**config.mk**
```make
export PLATFORM = sky130hd
export DESIGN_NAME = sam_engine
export DESIGN_NICKNAME = d
export VERILOG_FILES = /design/src/design/sam_pkg.sv /design/src/design/sam_engine.sv
export SDC_FILE = /design/constraint.sdc
export NUM_CORES = 1
export LEC_CHECK = 0
export ABC_CLOCK_PERIOD_IN_PS = 4780
export BUFFER_PORTS_ARGS = -buffer_cell sky130_fd_sc_hd__buf_2
export CORE_MARGIN = 4
export CORE_UTILIZATION = 40
export DETAILED_ROUTE_END_ITERATION = 12
export PLACE_DENSITY_LB_ADDON = 0.08
export SKIP_LAST_GASP = 1
export SLEW_MARGIN = 20
export SYNTH_ARGS = -nofsm -noshare
export SYNTH_HDL_FRONTEND = slang
export SYNTH_SLANG_ARGS = --single-unit
```
**constraint.sdc**
```tcl
create_clock -name clk -period 4.78 [get_ports clk]
set_input_delay 0.478 -clock clk [delete_from_list [all_inputs] [get_ports clk]]
set_output_delay 0.478 -clock clk [all_outputs]
set_load 0.005 [all_outputs]
```
**src/design/sam_pkg.sv**
```systemverilog
`timescale 1ns / 1ps
`default_nettype none

package sam_pkg;

	typedef enum logic [2:0] {
		OP_ALLOC    = 3'd0,
		OP_ALLOC_AT = 3'd1,
		OP_FREE     = 3'd2,
		OP_LOOKUP   = 3'd3,
		OP_NEXT     = 3'd4,
		OP_CLEAR    = 3'd5
	} op_t;

	typedef enum logic [2:0] {
		ST_INIT,
		ST_IDLE,
		ST_RD,
		ST_CHK,
		ST_SHR_RD,
		ST_SHR_CHK,
		ST_CLR
	} state_t;

	localparam logic [2:0] STAT_OK   = 3'd0;
	localparam logic [2:0] STAT_FULL = 3'd1;
	localparam logic [2:0] STAT_OCC  = 3'd2;
	localparam logic [2:0] STAT_BAD  = 3'd3;
	localparam logic [2:0] STAT_END  = 3'd4;

	localparam logic [15:0] SALT_BASE = 16'h8000;

	localparam logic REG_MAX_SLOTS = 1'b0;
	localparam logic REG_SALT_SEED = 1'b1;

	localparam logic [10:0] MAX_SLOTS_RESET = 11'd1024;

endpackage

`default_nettype wire

```
**src/design/sam_engine.sv**
```systemverilog
`timescale 1ns / 1ps
`default_nettype none

module sam_engine #(
	parameter int SLOT_DEPTH = 1024,
	parameter int AW         = 10,
	parameter int CW         = 11
) (
	input  wire logic          clk,
	input  wire logic          arst_n,
	input  wire logic [10:0]   max_slots,
	input  wire logic [15:0]   salt_seed,
	input  wire logic          start,
	output logic               busy,
	input  wire logic [2:0]    opcode,
	input  wire logic [15:0]   slot_index,
	input  wire logic [15:0]   handle_salt,
	output logic               done,
	output logic      [2:0]    status,
	output logic      [9:0]    result_slot,
	output logic      [15:0]   result_salt,
	output logic      [10:0]   live_total,
	output logic      [10:0]   high_water_out,
	output logic               mem_we,
	output logic      [AW-1:0] mem_waddr,
	output logic      [15:0]   mem_wdata,
	output logic      [AW-1:0] mem_raddr,
	input  wire logic [15:0]   mem_rdata
);

	sam_pkg::state_t state_q, state_d;
	sam_pkg::op_t    op_q;
	logic [15:0]     salt_q;
	logic [CW-1:0]   ptr_q, hw_q, live_q, hint_q;
	logic [15:0]     roll_q;
	logic            done_q;
	logic [2:0]      status_q;
	logic [9:0]      rslot_q;
	logic [15:0]     rsalt_q;

	logic [16:0]   limit17, ptr17, hw17, idx17, start17, maxs17;
	logic          idx_neg;
	logic [CW-1:0] hw_m1, ptr_p1;
	logic [15:0]   roll_p1;
	logic          finish, load_res, free_ok, sweep_end;
	logic [2:0]    status_d;
	logic [9:0]    rslot_d;
	logic [15:0]   rsalt_d;

	assign maxs17  = {6'd0, max_slots};
	assign limit17 = (maxs17 < 17'(SLOT_DEPTH)) ? maxs17 : 17'(SLOT_DEPTH);
	assign ptr17   = 17'(ptr_q);
	assign hw17    = 17'(hw_q);
	assign idx_neg = slot_index[15];
	assign idx17   = {1'b0, slot_index};
	assign start17 = {slot_index[15], slot_index} + 17'd1;
	assign hw_m1   = hw_q - 1'b1;
	assign ptr_p1  = ptr_q + 1'b1;
	assign roll_p1 = roll_q + 16'd1;
	assign free_ok = (mem_rdata != 16'd0) && (mem_rdata == salt_q);
	assign sweep_end = (ptr_q == CW'(SLOT_DEPTH - 1));

	assign mem_raddr = (state_q == sam_pkg::ST_SHR_RD) ? hw_m1[AW-1:0] : ptr_q[AW-1:0];
	assign mem_waddr = ptr_q[AW-1:0];

	always_comb begin
		state_d   = state_q;
		mem_we    = 1'b0;
		mem_wdata = 16'd0;
		status_d  = sam_pkg::STAT_OK;
		rslot_d   = 10'd0;
		rsalt_d   = 16'd0;
		load_res  = 1'b0;
		unique case (state_q)
			sam_pkg::ST_INIT: begin
				mem_we = 1'b1;
				if (sweep_end) state_d = sam_pkg::ST_IDLE;
			end
			sam_pkg::ST_CLR: begin
				mem_we = 1'b1;
				if (sweep_end) state_d = sam_pkg::ST_IDLE;
			end
			sam_pkg::ST_IDLE: begin
				if (start) begin
					case (opcode)
						sam_pkg::OP_ALLOC: state_d = sam_pkg::ST_RD;
						sam_pkg::OP_ALLOC_AT: begin
							if (idx_neg || idx17 >= limit17 || handle_salt == 16'd0)
								status_d = sam_pkg::STAT_BAD;
							else
								state_d = sam_pkg::ST_RD;
						end
						sam_pkg::OP_FREE: begin
							if (idx_neg || idx17 >= hw17) status_d = sam_pkg::STAT_BAD;
							else state_d = sam_pkg::ST_RD;
						end
						sam_pkg::OP_LOOKUP: begin
							if (idx_neg || idx17 >= limit17) status_d = sam_pkg::STAT_BAD;
							else state_d = sam_pkg::ST_RD;
						end
						sam_pkg::OP_NEXT: begin
							if (start17[16] || start17 >= hw17) status_d = sam_pkg::STAT_END;
							else state_d = sam_pkg::ST_RD;
						end
						sam_pkg::OP_CLEAR: state_d = sam_pkg::ST_CLR;
						default: state_d = sam_pkg::ST_IDLE;
					endcase
				end
			end
			sam_pkg::ST_RD: begin
				state_d = sam_pkg::ST_CHK;
				if (op_q == sam_pkg::OP_ALLOC && ptr17 >= limit17) begin
					state_d  = sam_pkg::ST_IDLE;
					status_d = sam_pkg::STAT_FULL;
				end else if (op_q == sam_pkg::OP_NEXT && ptr17 >= hw17) begin
					state_d  = sam_pkg::ST_IDLE;
					status_d = sam_pkg::STAT_END;
				end
			end
			sam_pkg::ST_CHK: begin
				state_d = sam_pkg::ST_IDLE;
				case (op_q)
					sam_pkg::OP_ALLOC: begin
						if (mem_rdata == 16'd0) begin
							mem_we    = 1'b1;
							mem_wdata = roll_q;
							rslot_d   = 10'(ptr_q);
							rsalt_d   = roll_q;
						end else begin
							state_d = sam_pkg::ST_RD;
						end
					end
					sam_pkg::OP_ALLOC_AT: begin
						if (mem_rdata != 16'd0) begin
							status_d = sam_pkg::STAT_OCC;
						end else begin
							mem_we    = 1'b1;
							mem_wdata = salt_q;
							rslot_d   = 10'(ptr_q);
							rsalt_d   = salt_q;
						end
					end
					sam_pkg::OP_FREE: begin
						if (!free_ok) begin
							status_d = sam_pkg::STAT_BAD;
						end else begin
							mem_we   = 1'b1;
							rslot_d  = 10'(ptr_q);
							rsalt_d  = salt_q;
							load_res = 1'b1;
							if (ptr_p1 == hw_q) state_d = sam_pkg::ST_SHR_RD;
						end
					end
					sam_pkg::OP_LOOKUP: begin
						if (mem_rdata == 16'd0 || (salt_q != 16'd0 && mem_rdata != salt_q)) begin
							status_d = sam_pkg::STAT_BAD;
						end else begin
							rslot_d = 10'(ptr_q);
							rsalt_d = mem_rdata;
						end
					end
					sam_pkg::OP_NEXT: begin
						if (mem_rdata != 16'd0) begin
							rslot_d = 10'(ptr_q);
							rsalt_d = mem_rdata;
						end else begin
							state_d = sam_pkg::ST_RD;
						end
					end
					default: state_d = sam_pkg::ST_IDLE;
				endcase
			end
			sam_pkg::ST_SHR_RD: begin
				state_d = (hw_q == '0) ? sam_pkg::ST_IDLE : sam_pkg::ST_SHR_CHK;
			end
			sam_pkg::ST_SHR_CHK: begin
				state_d = (mem_rdata == 16'd0) ? sam_pkg::ST_SHR_RD : sam_pkg::ST_IDLE;
			end
			default: state_d = sam_pkg::ST_IDLE;
		endcase
		finish = (state_d == sam_pkg::ST_IDLE) && (state_q != sam_pkg::ST_INIT)
			&& ((state_q != sam_pkg::ST_IDLE) || start);
		if (finish && state_q != sam_pkg::ST_SHR_RD && state_q != sam_pkg::ST_SHR_CHK)
			load_res = 1'b1;
	end

	always_ff @(posedge clk or negedge arst_n) begin
		if (!arst_n) begin
			state_q <= sam_pkg::ST_INIT;
		end else begin
			state_q <= state_d;
		end
	end

	always_ff @(posedge clk or negedge arst_n) begin
		if (!arst_n) begin
			done_q <= 1'b0;
			ptr_q  <= '0;
			hw_q   <= '0;
			live_q <= '0;
			hint_q <= '0;
			roll_q <= sam_pkg::SALT_BASE;
			op_q   <= sam_pkg::OP_ALLOC;
		end else begin
			done_q <= finish;
			case (state_q)
				sam_pkg::ST_INIT: begin
					ptr_q <= ptr_p1;
				end
				sam_pkg::ST_CLR: begin
					ptr_q <= ptr_p1;
					if (sweep_end) begin
						hw_q   <= '0;
						live_q <= '0;
						hint_q <= '0;
						roll_q <= salt_seed | sam_pkg::SALT_BASE;
					end
				end
				sam_pkg::ST_IDLE: begin
					if (start) begin
						op_q <= sam_pkg::op_t'(opcode);
						case (opcode)
							sam_pkg::OP_ALLOC: ptr_q <= hint_q;
							sam_pkg::OP_NEXT:  ptr_q <= CW'(start17);
							sam_pkg::OP_CLEAR: ptr_q <= '0;
							default:           ptr_q <= CW'(idx17);
						endcase
					end
				end
				sam_pkg::ST_CHK: begin
					case (op_q)
						sam_pkg::OP_ALLOC: begin
							if (mem_rdata == 16'd0) begin
								live_q <= live_q + 1'b1;
								if (ptr_q >= hw_q) hw_q <= ptr_p1;
								hint_q <= ptr_p1;
								roll_q <= (roll_p1 == 16'd0) ? sam_pkg::SALT_BASE : roll_p1;
							end else begin
								ptr_q <= ptr_p1;
							end
						end
						sam_pkg::OP_ALLOC_AT: begin
							if (mem_rdata == 16'd0) begin
								live_q <= live_q + 1'b1;
								if (ptr_q >= hw_q) hw_q <= ptr_p1;
								roll_q <= (roll_p1 == 16'hFFFF || roll_p1 == 16'd0)
									? sam_pkg::SALT_BASE : roll_p1;
							end
						end
						sam_pkg::OP_FREE: begin
							if (free_ok) begin
								if (live_q != '0) live_q <= live_q - 1'b1;
								if (ptr_q < hint_q) hint_q <= ptr_q;
								if (ptr_p1 == hw_q) hw_q <= ptr_q;
							end
						end
						sam_pkg::OP_NEXT: begin
							if (mem_rdata == 16'd0) ptr_q <= ptr_p1;
						end
						default: begin
						end
					endcase
				end
				sam_pkg::ST_SHR_CHK: begin
					if (mem_rdata == 16'd0) hw_q <= hw_m1;
				end
				default: begin
				end
			endcase
		end
	end

	// salt of the handle under work; payload only
	always_ff @(posedge clk) begin
		if (state_q == sam_pkg::ST_IDLE && start) salt_q <= handle_salt;
		if (load_res) begin
			status_q <= status_d;
			rslot_q  <= rslot_d;
			rsalt_q  <= rsalt_d;
		end
	end

	assign busy           = (state_q != sam_pkg::ST_IDLE);
	assign done           = done_q;
	assign status         = status_q;
	assign result_slot    = rslot_q;
	assign result_salt    = rsalt_q;
	assign live_total     = 11'(live_q);
	assign high_water_out = 11'(hw_q);

endmodule

`default_nettype wire

```
==> flow_summary.json, run 1 <==
{
  "post_cts_buffers": 0,
  "cp-end-kind": "flip-flop",
  "synth_area_um2": 9664,
  "routed_wl_um": 31190,
  "cts.sinks": 112,
  "pre_cts_ws_ns": 0.6602,
  "synthArstFlopShare_pct": 59.82,
  "finalCritPeriodShare_pct": 78.71,
  "hold_buffers": 0,
  "design.core.area_um2": 23610,
  "yosys_warnings": 0,
  "final_net_count": 1450,
  "critical_path_arrival_ns": 3.87,
  "worst-path-buf-inv": 2,
  "port_buffers": 169,
  "synth_edf_count": 45,
  "skew_ns": 0.009845,
  "area_delta_synth_final_pct": 13.76,
  "worst-setup-path-type": "in2reg",
  "ant_nets": 0,
  "fin_ws_ns": 1.018,
  "clkLatencyLatePin_ns": 0.36,
  "h-tree-depth": 3,
  "synth_top_area_cell": "dfrtp_1",
  "ys_seq_elements": 112,
  "antenna_found_initial": 0,
  "synth_top_area_share_pct": 17.09,
  "critical-path-max-stage-delay_ns": 0.43,
  "finalHoldViolCount": 0,
  "ir_drop_mv": 0.1920,
  "io_pins": 171,
  "yosysUniqueCellTypes": 78,
  "num_antenna_cells": 0,
  "ys_seq_area_share_pct": 31.34,
  "drt-pass1-iter-count": 6,
  "cp_max_fo": 19,
  "cellLeakagePower_uw": 0.004590,
  "cts_root_buf": "clkbuf_16",
  "crit_chain": "buf_2, ha_1, and3_1, nand2_1, nor2_1, xor2_1, ha_1, nand4_1, nor3_1, a211o_1, nor3_1, o22a_1, a31oi_1, o211ai_1, o21ai_4, buf_16",
  "setup_viol": 0,
  "synthesis.nets": 1338,
  "power-per-cell-area_nw_per_um2": 518.9,
  "place_hpwl_um": 23870,
  "cts-buffers-inserted": 9,
  "grt_pass1_vias": 8545,
  "grt_use_total_pct": 23.10,
  "critPathRequiredTime_ns": 4.89,
  "status": "complete, no violations",
  "grt_start_max_net_pins": 48,
  "mostFrequentLayoutCells": "buf_2, nand2_1, nor2_1",
  "rsz0062_at_grt": "no",
  "row_count": 56,
  "slowest_stage": "nor3_1",
  "slew_viol_final": 0,
  "cts_tree": "done",
  "die_area_um2": 26710,
  "drtIter0Drc": 687,
  "die_w_um": 163.4,
  "gp_congestion": 0.8769,
  "final_common_cell": "buf_2",
  "power_uw": 5705,
  "fmax_mhz": 265.8,
  "initial_utilization_pct": 40.93,
  "ctsResizeCount": 0,
  "period_needed_ns": 3.762,
  "drc_errors": 0,
  "num_vias": 9327,
  "path_delay_family": "simple AND/OR/NAND/NOR gates",
  "synth_area_per_cell_um2": 8.218,
  "synthCells": 1176,
  "wl_per_cell_um": 19.35,
  "clockBufferDepth": 2,
  "clk_pin_slew_ns": 0.08,
  "ys_dominant_reg_cell": "dfrtp_1",
  "relSlewSlack_pct": 46.69,
  "finalSetupTns_ns": 0,
  "grt_pass1_wl_um": 49000,
  "max_slew.worst_pin.slew_ns": 0.7996,
  "worst_setup_path_start_kind": "input pin",
  "max_cap_viol_count": 0,
  "viasPerCell": 5.786,
  "die_h_um": 163.4,
  "min_path_type": "in2async",
  "drive_above_1_share_pct": 17.71,
  "gr-total-overflow": 0,
  "synth.area.top_cells": "dfrtp_1, edfxtp_1, ha_1, a21oi_1, nand2_1"
}
## area by class of cell
class                   count  area (µm²)
flip-flops and latches    112        3029
repair buffers            188        1008
clock inverters             6       51.30
inverters                  46       172.7
fillers                  2412       12620
well taps                 319       399.1
clock buffers              10       229.0
multi-input cells         931        6105
## synthesized netlist by cell type, types with 4 or more instances
| cell | instances |
|---|---|
| nand2_1 | 117 |
| clkinv_1 | 4 |
| o211ai_1 | 11 |
| nand2b_1 | 14 |
| ha_1 | 80 |
| o31ai_1 | 9 |
| edfxtp_1 | 45 |
| a22o_1 | 26 |
| a21o_1 | 10 |
| o22ai_1 | 9 |
| dfrtp_1 | 66 |
| and3_1 | 10 |
| o21a_1 | 6 |
| nor2b_1 | 13 |
| nor3_1 | 30 |
| a211oi_1 | 13 |
| nand4_1 | 17 |
| nor2_1 | 99 |
| buf_2 | 7 |
| a22oi_1 | 37 |
| or2_2 | 7 |
| buf_4 | 11 |
| clkbuf_1 | 63 |
| o21ai_0 | 79 |
| nand3_1 | 35 |
| nor4_1 | 26 |
| a2111oi_0 | 5 |
| xnor2_1 | 29 |
| a2bb2oi_1 | 6 |
| inv_1 | 42 |
| or3_1 | 7 |
| and2_1 | 19 |
| mux2i_1 | 5 |
| a31oi_1 | 11 |
| xor2_1 | 38 |
| a21oi_1 | 97 |
## power breakdown
group / internal (µW) / total [µW] / switching [µW]
sequential: 1360 / 1930 / 574
clock: 365 / 765 / 399
combinational: 1230 / 3010 / 1780
## kinds of logic after synthesis
| logic type | synth area share, % |
|---|---|
| mux | 0.8674 |
| xor+xnor | 6.072 |
| simple gates | 20.71 |
| flops | 31.34 |
| fa+ha+maj | 10.56 |
| buf+inv | 5.787 |
| compound gates | 24.65 |
## final timing paths
kind / start / to / slack, ns / depth (start not counted)
worst min register to register: hint_q[9] / hint_q[9] / 0.52 / 1
worst max-delay path: slot_index[1] / status[2] / 1.02 / 16
worst max register to register: ptr_q[1] / status[2] / 1.04 / 11
worst min-delay path: arst_n / high_water_out[2] / 0.18 / 1
max in group asynchronous: arst_n / roll_q[15] / 3.57 / 2
min in group clk: handle_salt[11] / salt_q[11] / 0.31 / 1
## flip-flops by register name, summed over array words and instances, names as in the netlist
name            cells
result_salt        16
roll_q             16
salt_q             16
high_water_out     11
hint_q             11
live_total         11
ptr_q              11
result_slot        10
op_q                3
state_q             3
status              3
done                1
## stage by stage
step                cells  utilization, %  hold WS (ns)  cell area, µm²
global route         1612           46.56        0.2346           10990
floorplan            1176               -        0.1824            9664
CTS                  1611           46.43        0.2101           10960
finish               1612           46.56        0.1821           10990
global placement     1595           45.24        0.4857           10680
detailed placement   1595           45.24        0.4842           10680
## per-layer routing
metal  vias to the layer above  global-route usage, %  part of all wire, %
met2                       327                  33.62                   42
met4                         0                  4.651                  1.4
met1                      4410                  36.49                   50
li1                       4562                      -                    -
met5                         -                      0                    0
met3                        28                  2.952                  6.4
Power figures use the tool's default switching activity.
==> run 2, diff against run 1 <==
--- a/config.mk
+++ b/config.mk
@@ -5,7 +5,7 @@
 export SDC_FILE = /design/constraint.sdc
 export NUM_CORES = 1
 export LEC_CHECK = 0
-export ABC_CLOCK_PERIOD_IN_PS = 4780
+export ABC_CLOCK_PERIOD_IN_PS = 3300
 export BUFFER_PORTS_ARGS = -buffer_cell sky130_fd_sc_hd__buf_2
 export CORE_MARGIN = 4
 export CORE_UTILIZATION = 40
==> constraint.sdc (replaced) <==
create_clock -name clk -period 3.3 [get_ports clk]
set_input_delay 0.33 -clock clk [delete_from_list [all_inputs] [get_ports clk]]
set_output_delay 0.33 -clock clk [all_outputs]
set_load 0.005 [all_outputs]
==> run 2 against run 1 <==
The flow now finishes with violations (negative hold slack). Sequential power increased by 29%. Non-clock buffer count increased by 89. Combinational power increased by 78%. Clock skew increased by 0.0048 ns. Via count increased by 4.0%. Global-route usage increased by 1.3 points. Critical endpoint is now result_salt[13]. Largest cell class unchanged. Largest power group unchanged.
==> flow_summary.json, run 2 (synthesis gave the netlist of run 1 again) <==
{
  "mostFrequentLayoutCells": "buf_2, nand2_1, buf_4",
  "die_w_um": 163.4,
  "num_antenna_cells": 0,
  "gp_congestion": 0.9020,
  "cts_root_buf": "clkbuf_16",
  "worst-setup-path-type": "reg2reg",
  "cts_tree": "done",
  "final_common_cell": "buf_2",
  "routed_wl_um": 33030,
  "cts.sinks": 112,
  "status": "finished with violations",
  "initial_utilization_pct": 40.93,
  "fin_ws_ns": 0.2021,
  "final_net_count": 1539,
  "grt_use_total_pct": 24.44,
  "crit_chain": "inv_1, ha_1, a2111oi_0, o21ai_0, a211oi_1, nor4_1, a211oi_2, o22a_1, a31oi_1, o211ai_1, o21ai_4, buf_12",
  "cellLeakagePower_uw": 0.005052,
  "cp-end-kind": "flip-flop",
  "min_path_type": "in2async",
  "die_area_um2": 26710,
  "skew_ns": 0.01469,
  "design.core.area_um2": 23610,
  "clk_pin_slew_ns": 0.09,
  "critical_path_arrival_ns": 3.23,
  "drc_errors": 0,
  "ant_nets": 0,
  "drive_above_1_share_pct": 23.73,
  "fmax_mhz": 322.8,
  "h-tree-depth": 3,
  "finalHoldViolCount": 2,
  "place_area_um2": 11430,
  "antenna_found_initial": 0,
  "cp_max_fo": 19,
  "row_count": 56,
  "wl_per_cell_um": 19.42,
  "viasPerCell": 5.701,
  "power-per-cell-area_nw_per_um2": 764.1,
  "ir_drop_mv": 0.3422,
  "relSlewSlack_pct": 42.40,
  "hold_slack_ns": -0.008844,
  "grt_start_max_net_pins": 41,
  "num_vias": 9698,
  "worst_setup_path_start_kind": "flip-flop",
  "port_buffers": 169,
  "grt_pass1_vias": 9007,
  "critical-path-max-stage-delay_ns": 0.38,
  "multi_input_area_um2": 6137,
  "drt-pass1-iter-count": 5,
  "fin_util_pct": 49.80,
  "grt_pass1_wl_um": 51550,
  "place_hpwl_um": 25810,
  "die_h_um": 163.4,
  "slowest_stage": "dfrtp_1",
  "slew_viol_final": 0,
  "gr-total-overflow": 0,
  "pre_cts_ws_ns": -0.06828,
  "cts-buffers-inserted": 9,
  "violations": "negative hold slack",
  "seqCellArea_um2": 3033,
  "setup_viol": 0,
  "period_needed_ns": 3.098,
  "io_pins": 171,
  "critPathRequiredTime_ns": 3.43,
  "fillerInstances": 2351,
  "fin_area_um2": 11760,
  "max_slew.worst_pin.slew_ns": 0.8582,
  "max_cap_viol_count": 0,
  "clkLatencyLatePin_ns": 0.37,
  "clockBufferDepth": 2,
  "finalCritPeriodShare_pct": 93.88,
  "area_delta_synth_final_pct": 21.67,
  "drtIter0Drc": 861
}
-- run 2: changes by cell type in the layout (fill, tap and decap cells not counted), sizes merged --
cell      previous run  this run
clkinvlp             0         1
buf                188       277
clkbuf              10         9
-- run 2: routing by layer --
metal,part of all wire [%],vias up,global-route usage [%]
li1,-,4720,-
met4,1.2,0,4.079
met3,6.7,30,3.987
met2,41,328,35.00
met1,51,4620,38.88
met5,0,-,0
-- run 2: repair_timing --
action / in CTS / in global routing
hold buffers: 0 / 0
gates resized for setup: 0 / 12
endpoints found under the setup margin: 0 / 48
setup buffers: 0 / 1
-- run 2: per-stage QoR --
step / power [µW] / instances / TNS, ns
after global routing: 9744 / 1701 / -0.03942
after detailed placement: 7796 / 1684 / -1.773
after CTS: 8961 / 1700 / 0
final: 8985 / 1701 / 0
after floorplan: 5669 / 1176 / 0
after global placement: 7736 / 1684 / -0.7220
-- run 2: path summary, 6_finish.rpt --
path / from / endpoint / slack [ns] / cells past startpoint
max in group asynchronous: arst_n / roll_q[1] / 2.83 / 2
min reg2reg: hint_q[9] / hint_q[9] / 0.52 / 1
min: arst_n / high_water_out[2] / -0.009 / 2
min in group clk: handle_salt[0] / salt_q[0] / 0.15 / 1
max: high_water_out[5] / result_salt[13] / 0.20 / 12
max reg2reg: high_water_out[5] / result_salt[13] / 0.20 / 12
-- run 2: final cells by class --
class | count | share of cell area (%)
repair buffers | 277 | 14.62
clock buffers | 9 | 1.915
clock inverters | 7 | 0.6172
multi-input cells | 931 | 52.19
flip-flops and latches | 112 | 25.79
inverters | 46 | 1.468
well taps | 319 | 3.394
-- run 2: worst max-delay path: cells and delay by family (launching register included) --
kind | cells | cell delay [ns]
compound gates | 8 | 1.74
flops | 1 | 0.38
buf+inv | 2 | 0.33
fa+ha+maj | 1 | 0.29
simple gates | 1 | 0.11
-- run 2: report_power, final --
part           leakage (µW)  switching, µW  internal (µW)
Combinational       0.00362           3120           2250
Sequential          0.00129            513           1970
Clock              0.000143            597            539
